### src/ss_pkg.sv
// Shared types, codes and size constants for the subsequence search block.
package ss_pkg;

    // Field widths of the transactions.
    localparam int WORD_W    = 32;
    localparam int SLOT_W    = 4;
    localparam int POS_W     = 16;
    localparam int LEN_CFG_W = 5;

    // Default sizes handed down from the top level.
    localparam int              MAX_PATTERN_DEF = 16;
    localparam longint unsigned MAX_TEXT_DEF    = 64'd65536;
    localparam int              QUEUE_DEPTH_DEF = 4;

    // Operation codes of an input transaction.
    localparam logic OP_PATTERN = 1'b0;
    localparam logic OP_TEXT    = 1'b1;

    // Command kinds after classification in the front end.
    localparam logic [1:0] CMD_NOP     = 2'd0;
    localparam logic [1:0] CMD_PATTERN = 2'd1;
    localparam logic [1:0] CMD_TEXT    = 2'd2;

    // Input transaction.
    typedef struct packed {
        logic                     operation;
        logic [SLOT_W-1:0]        slot;
        logic signed [WORD_W-1:0] word;
        logic                     final_word;
    } in_item_t;

    // Result transaction.
    typedef struct packed {
        logic             found;
        logic [POS_W-1:0] position;
    } out_item_t;

    // Classified command passed from the front end to the back end.
    typedef struct packed {
        logic [1:0]        kind;
        logic [SLOT_W-1:0] slot;
        logic [WORD_W-1:0] word;
        logic              last;
    } cmd_t;

endpackage

### src/ss_front.sv
// Front end: accepts input transactions, classifies them and feeds the command queue.
module ss_front
    import ss_pkg::*;
#(
    parameter int MAX_PATTERN = MAX_PATTERN_DEF
) (
    input  logic     clk,
    input  logic     rst_n,
    input  logic     item_valid,
    output logic     item_stall,
    input  in_item_t item,
    output logic     push,
    input  logic     queue_full,
    output cmd_t     cmd
);

    logic valid_reg;
    logic valid_next;
    cmd_t cmd_reg;
    cmd_t cmd_next;
    logic accept;

    // The stage holds its command until the queue has room for it.
    assign item_stall = valid_reg && queue_full;
    assign accept     = item_valid && !item_stall;
    assign push       = valid_reg && !queue_full;
    assign cmd        = cmd_reg;

    // Decode the operation; pattern writes to slots beyond the store become no-ops.
    always_comb
    begin
        cmd_next.slot = item.slot;
        cmd_next.word = item.word;
        cmd_next.last = item.final_word;
        case (item.operation)
            OP_PATTERN:
            begin
                if (int'(item.slot) < MAX_PATTERN)
                    cmd_next.kind = CMD_PATTERN;
                else
                    cmd_next.kind = CMD_NOP;
            end
            OP_TEXT:
            begin
                cmd_next.kind = CMD_TEXT;
            end
            default:
            begin
                cmd_next.kind = CMD_NOP;
            end
        endcase
    end

    // Occupancy of the stage.
    always_comb
    begin
        if (accept)
            valid_next = 1'b1;
        else if (push)
            valid_next = 1'b0;
        else
            valid_next = valid_reg;
    end

    always_ff @(posedge clk or negedge rst_n)
    begin
        if (!rst_n)
            valid_reg <= 1'b0;
        else
            valid_reg <= valid_next;
    end

    always_ff @(posedge clk)
    begin
        if (accept)
            cmd_reg <= cmd_next;
    end

endmodule

### src/ss_queue.sv
// Short show-ahead command queue between the front end and the back end.
module ss_queue
    import ss_pkg::*;
#(
    parameter int DEPTH = QUEUE_DEPTH_DEF
) (
    input  logic clk,
    input  logic rst_n,
    input  logic push,
    input  cmd_t push_cmd,
    output logic full,
    input  logic pop,
    output logic not_empty,
    output cmd_t head
);

    localparam int PTR_W = (DEPTH > 1) ? $clog2(DEPTH) : 1;
    localparam int CNT_W = $clog2(DEPTH + 1);
    localparam logic [PTR_W-1:0] LAST_PTR = PTR_W'(DEPTH - 1);
    localparam logic [CNT_W-1:0] FULL_CNT = CNT_W'(DEPTH);

    cmd_t             entries [DEPTH];
    logic [PTR_W-1:0] wr_ptr_reg;
    logic [PTR_W-1:0] wr_ptr_next;
    logic [PTR_W-1:0] rd_ptr_reg;
    logic [PTR_W-1:0] rd_ptr_next;
    logic [CNT_W-1:0] count_reg;
    logic [CNT_W-1:0] count_next;

    assign full      = (count_reg == FULL_CNT);
    assign not_empty = (count_reg != '0);
    assign head      = entries[rd_ptr_reg];

    // Pointer wrap and occupancy count.
    always_comb
    begin
        wr_ptr_next = wr_ptr_reg;
        rd_ptr_next = rd_ptr_reg;
        count_next  = count_reg;
        if (push)
            wr_ptr_next = (wr_ptr_reg == LAST_PTR) ? '0 : wr_ptr_reg + 1'b1;
        if (pop)
            rd_ptr_next = (rd_ptr_reg == LAST_PTR) ? '0 : rd_ptr_reg + 1'b1;
        if (push && !pop)
            count_next = count_reg + 1'b1;
        else if (pop && !push)
            count_next = count_reg - 1'b1;
    end

    always_ff @(posedge clk or negedge rst_n)
    begin
        if (!rst_n)
        begin
            wr_ptr_reg <= '0;
            rd_ptr_reg <= '0;
            count_reg  <= '0;
        end
        else
        begin
            wr_ptr_reg <= wr_ptr_next;
            rd_ptr_reg <= rd_ptr_next;
            count_reg  <= count_next;
        end
    end

    // Entry storage.
    always_ff @(posedge clk)
    begin
        if (push)
            entries[wr_ptr_reg] <= push_cmd;
    end

endmodule

### src/ss_back.sv
// Back end: pattern stores, text window, parallel compare and result register.
module ss_back
    import ss_pkg::*;
#(
    parameter int              MAX_PATTERN = MAX_PATTERN_DEF,
    parameter longint unsigned MAX_TEXT    = MAX_TEXT_DEF
) (
    input  logic                 clk,
    input  logic                 rst_n,
    input  logic                 cfg_we,
    input  logic [LEN_CFG_W-1:0] cfg_data,
    input  logic                 head_valid,
    input  cmd_t                 head,
    output logic                 pop,
    output logic                 result_valid,
    input  logic                 result_stall,
    output out_item_t            result
);

    localparam int IDX_W  = (MAX_PATTERN > 1) ? $clog2(MAX_PATTERN) : 1;
    localparam int LEN_W  = $clog2(MAX_PATTERN + 1);
    localparam int CNT_W  = $clog2(MAX_TEXT + 2);
    localparam int CALC_W = (CNT_W + 1 > POS_W) ? CNT_W + 1 : POS_W;
    localparam logic [CNT_W-1:0] TEXT_LIMIT = CNT_W'(MAX_TEXT);

    // Pattern as written by slot, and the same pattern aligned to the window
    // so that window entry k meets pattern slot len-1-k at entry k.
    logic [WORD_W-1:0] plain_reg   [MAX_PATTERN];
    logic [WORD_W-1:0] aligned_reg [MAX_PATTERN];
    logic [WORD_W-1:0] win_reg     [MAX_PATTERN];
    logic [WORD_W-1:0] win_next    [MAX_PATTERN];

    logic [LEN_W-1:0]  len_reg;
    logic [LEN_W-1:0]  len_cfg;
    logic              sweep_reg;
    logic [IDX_W-1:0]  sweep_idx_reg;
    logic [CNT_W-1:0]  count_reg;
    logic [CNT_W-1:0]  count_next;
    logic              reported_reg;
    logic              reported_next;
    logic              out_valid_reg;
    logic              out_valid_next;
    out_item_t         out_reg;
    out_item_t         out_next;

    logic              is_text;
    logic              is_pattern;
    logic              search;
    logic              in_range;
    logic              equal;
    logic              produce;
    logic [MAX_PATTERN-1:0] hit;
    logic [CALC_W-1:0] count_inc;
    logic [CALC_W-1:0] start_pos;
    logic [IDX_W-1:0]  slot_idx;
    logic [IDX_W-1:0]  aligned_idx;
    logic [IDX_W-1:0]  sweep_src;

    // A command retires when no realignment sweep runs and the result register is free or drains this cycle.
    assign pop          = head_valid && !sweep_reg && (!out_valid_reg || !result_stall);
    assign is_text      = pop && (head.kind == CMD_TEXT);
    assign is_pattern   = pop && (head.kind == CMD_PATTERN);
    assign search       = is_text && !reported_reg;
    assign result_valid = out_valid_reg;
    assign result       = out_reg;

    // Clamp the configured length into the range the store supports.
    always_comb
    begin
        if (cfg_data == '0)
            len_cfg = LEN_W'(1);
        else if (int'(cfg_data) > MAX_PATTERN)
            len_cfg = LEN_W'(MAX_PATTERN);
        else
            len_cfg = LEN_W'(cfg_data);
    end

    // Store addresses for pattern writes and for the realignment sweep.
    assign slot_idx    = IDX_W'(head.slot);
    assign aligned_idx = IDX_W'(int'(len_reg) - 1 - int'(head.slot));
    assign sweep_src   = IDX_W'(int'(len_reg) - 1 - int'(sweep_idx_reg));

    // Window after this text word shifts in, newest at entry 0.
    always_comb
    begin
        win_next[0] = head.word;
        for (int k = 1; k < MAX_PATTERN; k++)
            win_next[k] = win_reg[k - 1];
    end

    // Parallel compare of the used window entries against the aligned pattern.
    always_comb
    begin
        for (int k = 0; k < MAX_PATTERN; k++)
            hit[k] = (k >= int'(len_reg)) || (win_next[k] == aligned_reg[k]);
        equal = &hit;
    end

    // A match needs a full pattern of text inside the counted range.
    assign count_inc = CALC_W'(count_reg) + CALC_W'(1);
    assign start_pos = count_inc - CALC_W'(len_reg);
    assign in_range  = (count_reg < TEXT_LIMIT) && (count_inc >= CALC_W'(len_reg));

    // Search bookkeeping and result selection.
    always_comb
    begin
        count_next        = count_reg;
        reported_next     = reported_reg;
        produce           = 1'b0;
        out_next.found    = 1'b0;
        out_next.position = '0;
        if (search)
        begin
            if (count_reg <= TEXT_LIMIT)
                count_next = count_reg + 1'b1;
            if (in_range && equal)
            begin
                produce           = 1'b1;
                reported_next     = 1'b1;
                out_next.found    = 1'b1;
                out_next.position = start_pos[POS_W-1:0];
            end
            else if (head.last)
            begin
                produce = 1'b1;
            end
        end
        if (is_text && head.last)
        begin
            count_next    = '0;
            reported_next = 1'b0;
        end
    end

    // The result register empties when taken and refills from a retiring command.
    always_comb
    begin
        if (produce)
            out_valid_next = 1'b1;
        else if (!result_stall)
            out_valid_next = 1'b0;
        else
            out_valid_next = out_valid_reg;
    end

    // Control state and pattern stores; a length write realigns the pattern
    // slot by slot over the used slots.
    always_ff @(posedge clk or negedge rst_n)
    begin
        if (!rst_n)
        begin
            len_reg       <= LEN_W'(1);
            sweep_reg     <= 1'b0;
            sweep_idx_reg <= '0;
            count_reg     <= '0;
            reported_reg  <= 1'b0;
            out_valid_reg <= 1'b0;
            for (int k = 0; k < MAX_PATTERN; k++)
            begin
                plain_reg[k]   <= '0;
                aligned_reg[k] <= '0;
            end
        end
        else
        begin
            count_reg     <= count_next;
            reported_reg  <= reported_next;
            out_valid_reg <= out_valid_next;
            if (cfg_we)
            begin
                len_reg       <= len_cfg;
                sweep_reg     <= 1'b1;
                sweep_idx_reg <= '0;
            end
            else if (sweep_reg)
            begin
                aligned_reg[sweep_idx_reg] <= plain_reg[sweep_src];
                if (int'(sweep_idx_reg) == int'(len_reg) - 1)
                    sweep_reg <= 1'b0;
                else
                    sweep_idx_reg <= sweep_idx_reg + 1'b1;
            end
            if (is_pattern)
            begin
                plain_reg[slot_idx] <= head.word;
                if (int'(head.slot) < int'(len_reg))
                    aligned_reg[aligned_idx] <= head.word;
            end
        end
    end

    // Text window and result payload.
    always_ff @(posedge clk)
    begin
        if (search)
            win_reg <= win_next;
        if (produce)
            out_reg <= out_next;
    end

endmodule

### src/subsequence_search_top.sv
// Top level of the subsequence search: front end, command queue and back end.
// A result passes through the front-end command register, the command queue and the result register.
// Throughput: one transaction per cycle unless a sweep or result_stall holds the queue.
// After each pattern_length write the back end realigns the pattern one used slot at a time,
// during which queued transactions wait.
// Reset (rst_n, asynchronous) clears the pattern, the search and sets pattern_length to 1.
module subsequence_search_top
    import ss_pkg::*;
#(
    parameter int              MAX_PATTERN = MAX_PATTERN_DEF,
    parameter longint unsigned MAX_TEXT    = MAX_TEXT_DEF,
    parameter int              QUEUE_DEPTH = QUEUE_DEPTH_DEF
) (
    input  logic                 clk,
    input  logic                 rst_n,
    input  logic                 item_valid,
    output logic                 item_stall,
    input  in_item_t             item,
    output logic                 result_valid,
    input  logic                 result_stall,
    output out_item_t            result,
    input  logic                 cfg_we,
    input  logic [LEN_CFG_W-1:0] cfg_data
);

    logic push;
    logic queue_full;
    logic queue_not_empty;
    logic pop;
    cmd_t front_cmd;
    cmd_t head;

    // Accept and classify input transactions.
    ss_front #(
        .MAX_PATTERN (MAX_PATTERN)
    ) u_front (
        .clk        (clk),
        .rst_n      (rst_n),
        .item_valid (item_valid),
        .item_stall (item_stall),
        .item       (item),
        .push       (push),
        .queue_full (queue_full),
        .cmd        (front_cmd)
    );

    // Decouple the two halves.
    ss_queue #(
        .DEPTH (QUEUE_DEPTH)
    ) u_queue (
        .clk       (clk),
        .rst_n     (rst_n),
        .push      (push),
        .push_cmd  (front_cmd),
        .full      (queue_full),
        .pop       (pop),
        .not_empty (queue_not_empty),
        .head      (head)
    );

    // Execute commands and hold results.
    ss_back #(
        .MAX_PATTERN (MAX_PATTERN),
        .MAX_TEXT    (MAX_TEXT)
    ) u_back (
        .clk          (clk),
        .rst_n        (rst_n),
        .cfg_we       (cfg_we),
        .cfg_data     (cfg_data),
        .head_valid   (queue_not_empty),
        .head         (head),
        .pop          (pop),
        .result_valid (result_valid),
        .result_stall (result_stall),
        .result       (result)
    );

endmodule
### config.mk
export PLATFORM = sky130hd
export DESIGN_NAME = subsequence_search_top
export DESIGN_NICKNAME = d
export VERILOG_FILES = /design/src/ss_pkg.sv /design/src/ss_front.sv /design/src/ss_queue.sv /design/src/ss_back.sv /design/src/subsequence_search_top.sv
export SDC_FILE = /design/constraint.sdc
export NUM_CORES = 2
export LEC_CHECK = 0
export ABC_AREA = 1
export BUFFER_PORTS_ARGS = -buffer_cell sky130_fd_sc_hd__buf_2
export CORE_UTILIZATION = 50
export CTS_CLUSTER_SIZE = 14
export DETAILED_ROUTE_END_ITERATION = 7
export PLACE_DENSITY = 0.65
export SKIP_LAST_GASP = 1
export SLEW_MARGIN = 5
export SYNTH_ARGS = -nofsm -noshare
export SYNTH_HDL_FRONTEND = slang
export SYNTH_SLANG_ARGS = --single-unit
### constraint.sdc
create_clock -name clk -period 26.7 [get_ports clk]
set_input_delay 1.335 -clock clk [delete_from_list [all_inputs] [get_ports clk]]
set_output_delay 1.335 -clock clk [all_outputs]
set_load 0.02 [all_outputs]
Word level (Yosys, flattened, before mapping) --
Memories as Yosys holds them, arrays and structs flattened. Cells that the tools add are included.
Storage, ports and cells: logic and storage cells 231, output and inout bits 19, RAM bits 156, input port bits 48, memories 1, register bits 1597
Memory list:
- u_queue.entries | depth 4, bits a word 39, read ports 1, clocked after Yosys merged registers in 0, write ports 1, line ss_queue.sv:22 | cmd_t entries [DEPTH];
Operators by class: reductions and logical operators 54, order comparisons 28, add/sub/neg operators 11, equality and inequality tests 24, multiplexer cells 45, bitwise operators 5
Operators with widths (number):
- 512-bit two-way mux | 4
- 512-bit bitwise mux | 3
- 32-bit == test | 16
- 32-bit demux with 4-bit select | 3
- 32-bit two-way mux | 5
- 32-bit binary-select mux with 4-bit select | 1
- 17-bit two-way mux | 4
- 4-bit by 5-bit >= comparator with 1-bit output, first input constant | 8
- 3-bit by 5-bit >= comparator with 1-bit output, first input constant | 4
- 5-bit >= comparator, second input constant | 4
- 4-bit inverter with 5-bit output | 4
- 17-bit by 1-bit adder with 18-bit output, second input constant | 1
- 18-bit by 5-bit >= comparator with 1-bit output | 1
- 17-bit by 1-bit adder with 17-bit output, second input constant | 1
- 17-bit <= comparator, second input constant | 1
- 1-bit logical OR | 17
- 17-bit < comparator, second input constant | 1
- 1-bit logical AND | 16
- 16-bit AND reduction | 1
- 16-bit by 5-bit subtractor with 16-bit output | 1
- 5-bit by 1-bit < comparator with 1-bit output, second input constant | 3
- 1-bit two-way mux | 15
- 4-bit two-way mux | 3
- 2-bit nonzero test | 6
- other kinds (25) | 44

Longest topological paths before layout --
word-level depth 12, depth in mapped cells 19, mapped depth without buffers 18

Hierarchy --
A second synthesis with hierarchy kept.
Unflattened totals: cell total of the unflattened synthesis 8090, area, all modules 78799.3 µm²
Modules (own cells, without submodules):
- ss_back | seq. area each 41275.8 µm², area an instance 70760.4 µm², cells an instance 7534, instances 1
- ss_queue | seq. area each 4859.7 µm², area an instance 6811.5 µm², cells an instance 508, instances 1
- ss_front | seq. area each 1196.1 µm², area an instance 1227.4 µm², cells an instance 48, instances 1

Worst setup path before layout --
OpenSTA, ideal clock, no wires.
kind input -> register, start input result_stall, end register u_back.count_reg[10], data required time 26617 ps, library setup time 83 ps, path buffers 1, setup slack 13803 ps, stages 8, arrival 12813 ps, cells stage by stage nand2_1 -> nand2_1 -> nor2_4 -> nand4_1 -> inv_1 -> nand3_1 -> clkbuf_1 -> o22ai_1
Between the ends: word-level cells in the longest chain between the ends 7, elaborated cells between the ends (all ways) 10, classes of those cells 1 x mux; 9 x reduce/logical
RTL lines:
- start, declared | line subsequence_search_top.sv:20 | input logic result_stall,
- 1-bit zero test | line ss_back.sv:60 | assign pop = head_valid && !sweep_reg && (!out_valid_reg || !result_stall);
- 1-bit logical OR | line ss_back.sv:60
- 1-bit logical AND | line ss_back.sv:60
- 1-bit logical AND | line ss_back.sv:61 | assign is_text = pop && (head.kind == CMD_TEXT);
- 1-bit logical AND | line ss_back.sv:63 | assign search = is_text && !reported_reg;
- named net u_back.search | line ss_back.sv:48 | logic search;
- 2-bit nonzero test (no line)
- 2-bit AND reduction (no line)
- end signal, assigned | line ss_back.sv:166 | count_reg <= count_next;
- end, declared | line ss_back.sv:37 | logic [CNT_W-1:0] count_reg;
The timed path passes the listed nets, and every way through them passes these cells. A chain may end at the register's enable or synchronous reset.

Worst setup path in the final report --
start register u_back.len_reg[1], end register u_back.aligned_reg[268] in the netlist's numbering
Between the ends: word-level cells in the longest chain between the ends 12, elaborated cells between the ends (all ways) 20, classes of those cells 3 x add/sub; 3 x order compare; 11 x mux; 2 x bitwise; 1 x reduce/logical
RTL lines:
- start, declared | line ss_back.sv:33 | logic [LEN_W-1:0] len_reg;
- start signal, assigned | line ss_back.sv:171 | len_reg <= len_cfg;
- 5-bit by 1-bit subtractor with 6-bit output | line ss_back.sv:80, ss_back.sv:81
- 4-bit subtractor | line ss_back.sv:81 | assign sweep_src = IDX_W'(int'(len_reg) - 1 - int'(sweep_idx_reg));
- 4-bit inverter with 5-bit output (implied by the code) | line ss_back.sv:177 | aligned_reg[sweep_idx_reg] <= plain_reg[sweep_src];
- 32-bit binary-select mux with 4-bit select | line ss_back.sv:177
- 32-bit two-way mux (implied by the code) (2 in series) | line ss_back.sv:177
- 512-bit bitwise mux | line ss_back.sv:177
- 512-bit two-way mux | line ss_back.sv:175 | else if (sweep_reg)
- 512-bit two-way mux | line ss_back.sv:169 | if (cfg_we)
- 512-bit bitwise mux | line ss_back.sv:187 | aligned_reg[aligned_idx] <= head.word;
- 512-bit two-way mux | line ss_back.sv:186 | if (int'(head.slot) < int'(len_reg))
- 512-bit two-way mux * | line ss_back.sv:183 | if (is_pattern)
- end signal, assigned by index | line ss_back.sv:177
- end signal, assigned by index | line ss_back.sv:187
- end, declared | line ss_back.sv:29 | logic [WORD_W-1:0] aligned_reg [MAX_PATTERN];
Mark *: on every way between the ends. The rest lies on a longest branch, timed or not. The select of a mux whose other input is x is not followed.

==> out/metrics.cfg <==
[yosys]
synth_edf_count=692
synth_top_family_by_area=simple AND/OR/NAND/NOR gates
async_flop_share=0.605
ys_warn_count=0
syn_nets=8366
synth_top_area_cell=dfrtp_1
synth_fa_ha_area_frac=0.00593
syn_inst=8283
synth-compound-area-share=0.120
seq_area_frac_synth=0.600
syn_area_per_cell_sq_um=9.53
synthSimpleGateAreaFrac=0.175
ys_types=57
synth_area_sq_mm=0.0789
synth_seq_cells=1753
yosysTopAreaCellShare=0.336
ys_top_cells_by_area=dfrtp_1 34%, edfxtp_1 26%, nand2_1 9.7%
synth-main-ff-cell=dfrtp_1
synthXorXnorAreaFrac=0.0505
synth.mux.area_fraction=0.00431

[global_routing]
grt_usage=0.283
grt_overflow_total=0
antenna_found_initial=10
grt_pass1_vias=55700
grt_max_degree=135
grt_pass1_wl_um=342000

[critical_path]
start_kind=flip-flop
worstSetupEndpointType=flip-flop
regToRegSetupSlack_ps=20880
crit_chain=inv_1 -> ha_1 -> fa_4 -> buf_4 -> buf_4 -> o21ai_0 -> o221ai_1 -> nand2_1 -> nand2_1 -> nand2_1 -> nand2_1 -> o21ai_0 -> a21oi_1
path_max_fanout=69
path_class=reg2reg
reg2reg_from=u_back.len_reg[1]
cpMostUsedCell=nand2_1
worst_path_max_delay_cell=fa_4
cp.arrival_ps=6550
path_buf_inv=3
startpoint=u_back.len_reg[1]
reg2reg_depth=13
critPathTopFamily=buffers and inverters
cp_data_required_time_ps=27440
cp_slowest_stage_delay_ps=1140
rr_endpoint=u_back.aligned_reg[268]

[cells_and_area]
finalNonFillerCells=10300
drive_above_1_share=0.0782
finalNetCount=8214
finalInstanceArea_sq_mm=0.0867
final_common_cell=nand2_1
area_growth_pct=9.89
mostFrequentLayoutCells=2032 x nand2_1, 1131 x nor2_1, 1059 x dfrtp_1, 889 x o21ai_0, 692 x edfxtp_1

[min_path]
hold_class=reg2reg
worstHoldEndpoint=u_back.win_next[215]
holdPathStages=0
hp-start=u_back.win_next[247]

[power_and_ir_drop]
power.leakage_nw=35.9
swShare=0.404
internal-power_mw=5.48
p_clk_frac=0.279
p_per_area_mw_per_mm2=106
power.share.sequential=0.375
ir_worst_vdd_mv=0.0754
combPwrFrac=0.345
switching_power_mw=3.72

[timing]
final.period_utilization=0.218
setup_slack_ps=20880
slew_headroom=0.139
finalCriticalPeriod_ps=5820
worst_pin_slew_ps=1280
fmaxAchievable_ghz=0.172
tns_ps=0
grt_setup_unrepaired=no
final-setup-viol-count=0
final.setup_skew_ps=34.4
hold_viol_final=0
report.final.slew_viol_count=0

[placed_design]
hpwl_um=139000
dp_slack_ps=21030
portBuffers=66
place_area_sq_mm=0.0807
place_inst=10000
gp_congestion=0.922

[clocking]
clk-insertion-delay-late_ps=840
cts_hold_buf=0
cts_buffers=183
clkSlewWorstSetupHoldPaths_ps=60
ctsHtreeMaxLevel=4
postCtsSetupBuffers=0
cts_tree=yes
numClockSinks=1753
cts-root-buf=clkbuf_16
clockBufferDepth=3
cts_resized=0

[floorplan]
dieArea_sq_mm=0.159
num_rows=145
num_io_pins=67
start_util=0.505
die_w_um=399
core_area_sq_mm=0.156
dieHeight_um=399

[drt]
met2WireLength_um=99300
dr.first_iter.drc_count=6293
met1_length_um=98500
ant_nets=0
routedWlPerCell_um=21.8
drtPass1Iterations=6
routed_via_density=5.70
num_vias=59000
routed_wl_um=225000
drc=0
routed.top_layer=met5
wl_met3_um=20100

[outcome]
status=complete, no violations

[run]
maxCapViolations=0

[power by group through the flow]
stage | sequential (mW) | combinational, mW | clock [mW]
6_report | 3.45 | 3.18 | 2.57
5_1_grt | 3.49 | 3.42 | 2.70
4_1_cts | 3.44 | 3.14 | 2.60
3_5_place_dp | 3.49 | 3.12 | 0
3_3_place_gp | 3.48 | 3.07 | 0
2_1_floorplan | 3.43 | 1.93 | 0
[area by class of cell]
class / count / area [sq um]
fillers: 13500 / 69700
flip-flops and latches: 1753 / 47300
multi-input cells: 5716 / 28400
clock buffers: 279 / 5390
well taps: 2058 / 2570
repair buffers: 186 / 1250
inverters: 291 / 1110
clock inverters: 63 / 666
diodes: 1 / 2.50
[synthesized netlist by cell type, drive strengths merged, types with 2 or more instances]
library cell,instances
a211oi,2
a21oi,228
a31oi,148
a32oi,3
buf,185
clkbuf,338
clkinv,16
dfrtp,1060
edfxtp,692
fa,4
ha,31
inv,275
mux2i,34
nand2,2099
nand3,168
nand3b,4
nand4,21
nor2,1161
nor3,32
o211ai,38
o21ai,1082
o221ai,84
o22ai,111
o41ai,2
or2,7
xnor2,428
xor2,22
[worst max path at each step]
stage / cells past startpoint / endpoint / slack (ps)
floorplan: 8 / u_back.count_reg[10] / 13800
global placement: 13 / u_back.aligned_reg[488] / 21110
detailed placement: 13 / u_back.aligned_reg[488] / 21030
CTS: 13 / u_back.aligned_reg[488] / 21010
global route: 11 / u_back.count_reg[1] / 20590
finish: 13 / u_back.aligned_reg[268] / 20880
[cell families (layout without fill, tap and decap cells)]
family          count (synthesis)  count (layout)
fa+ha+maj                      35              35
xor+xnor                      450             450
compound gates               1704            1704
flops                        1753            1753
buf+inv                       814             819
other cells                     0               1
mux                            34              34
simple gates                 3493            3493
[per-stage QoR]
step,util,hold WS [ps],power (mW)
6_report,0.554,461,9.19
3_3_place_gp,0.516,450,6.55
2_1_floorplan,-,426,5.36
5_1_grt,0.554,473,9.61
3_5_place_dp,0.516,454,6.61
4_1_cts,0.554,465,9.18
[metal layers]
| layer | vias up | track usage |
|---|---|---|
| li1 | 27300 | - |
| met1 | 29000 | 0.405 |
| met2 | 2361 | 0.430 |
| met3 | 352 | 0.0605 |
| met4 | 6 | 0.0945 |
| met5 | - | 0 |
Note: power is estimated with default switching activity, not from simulation.
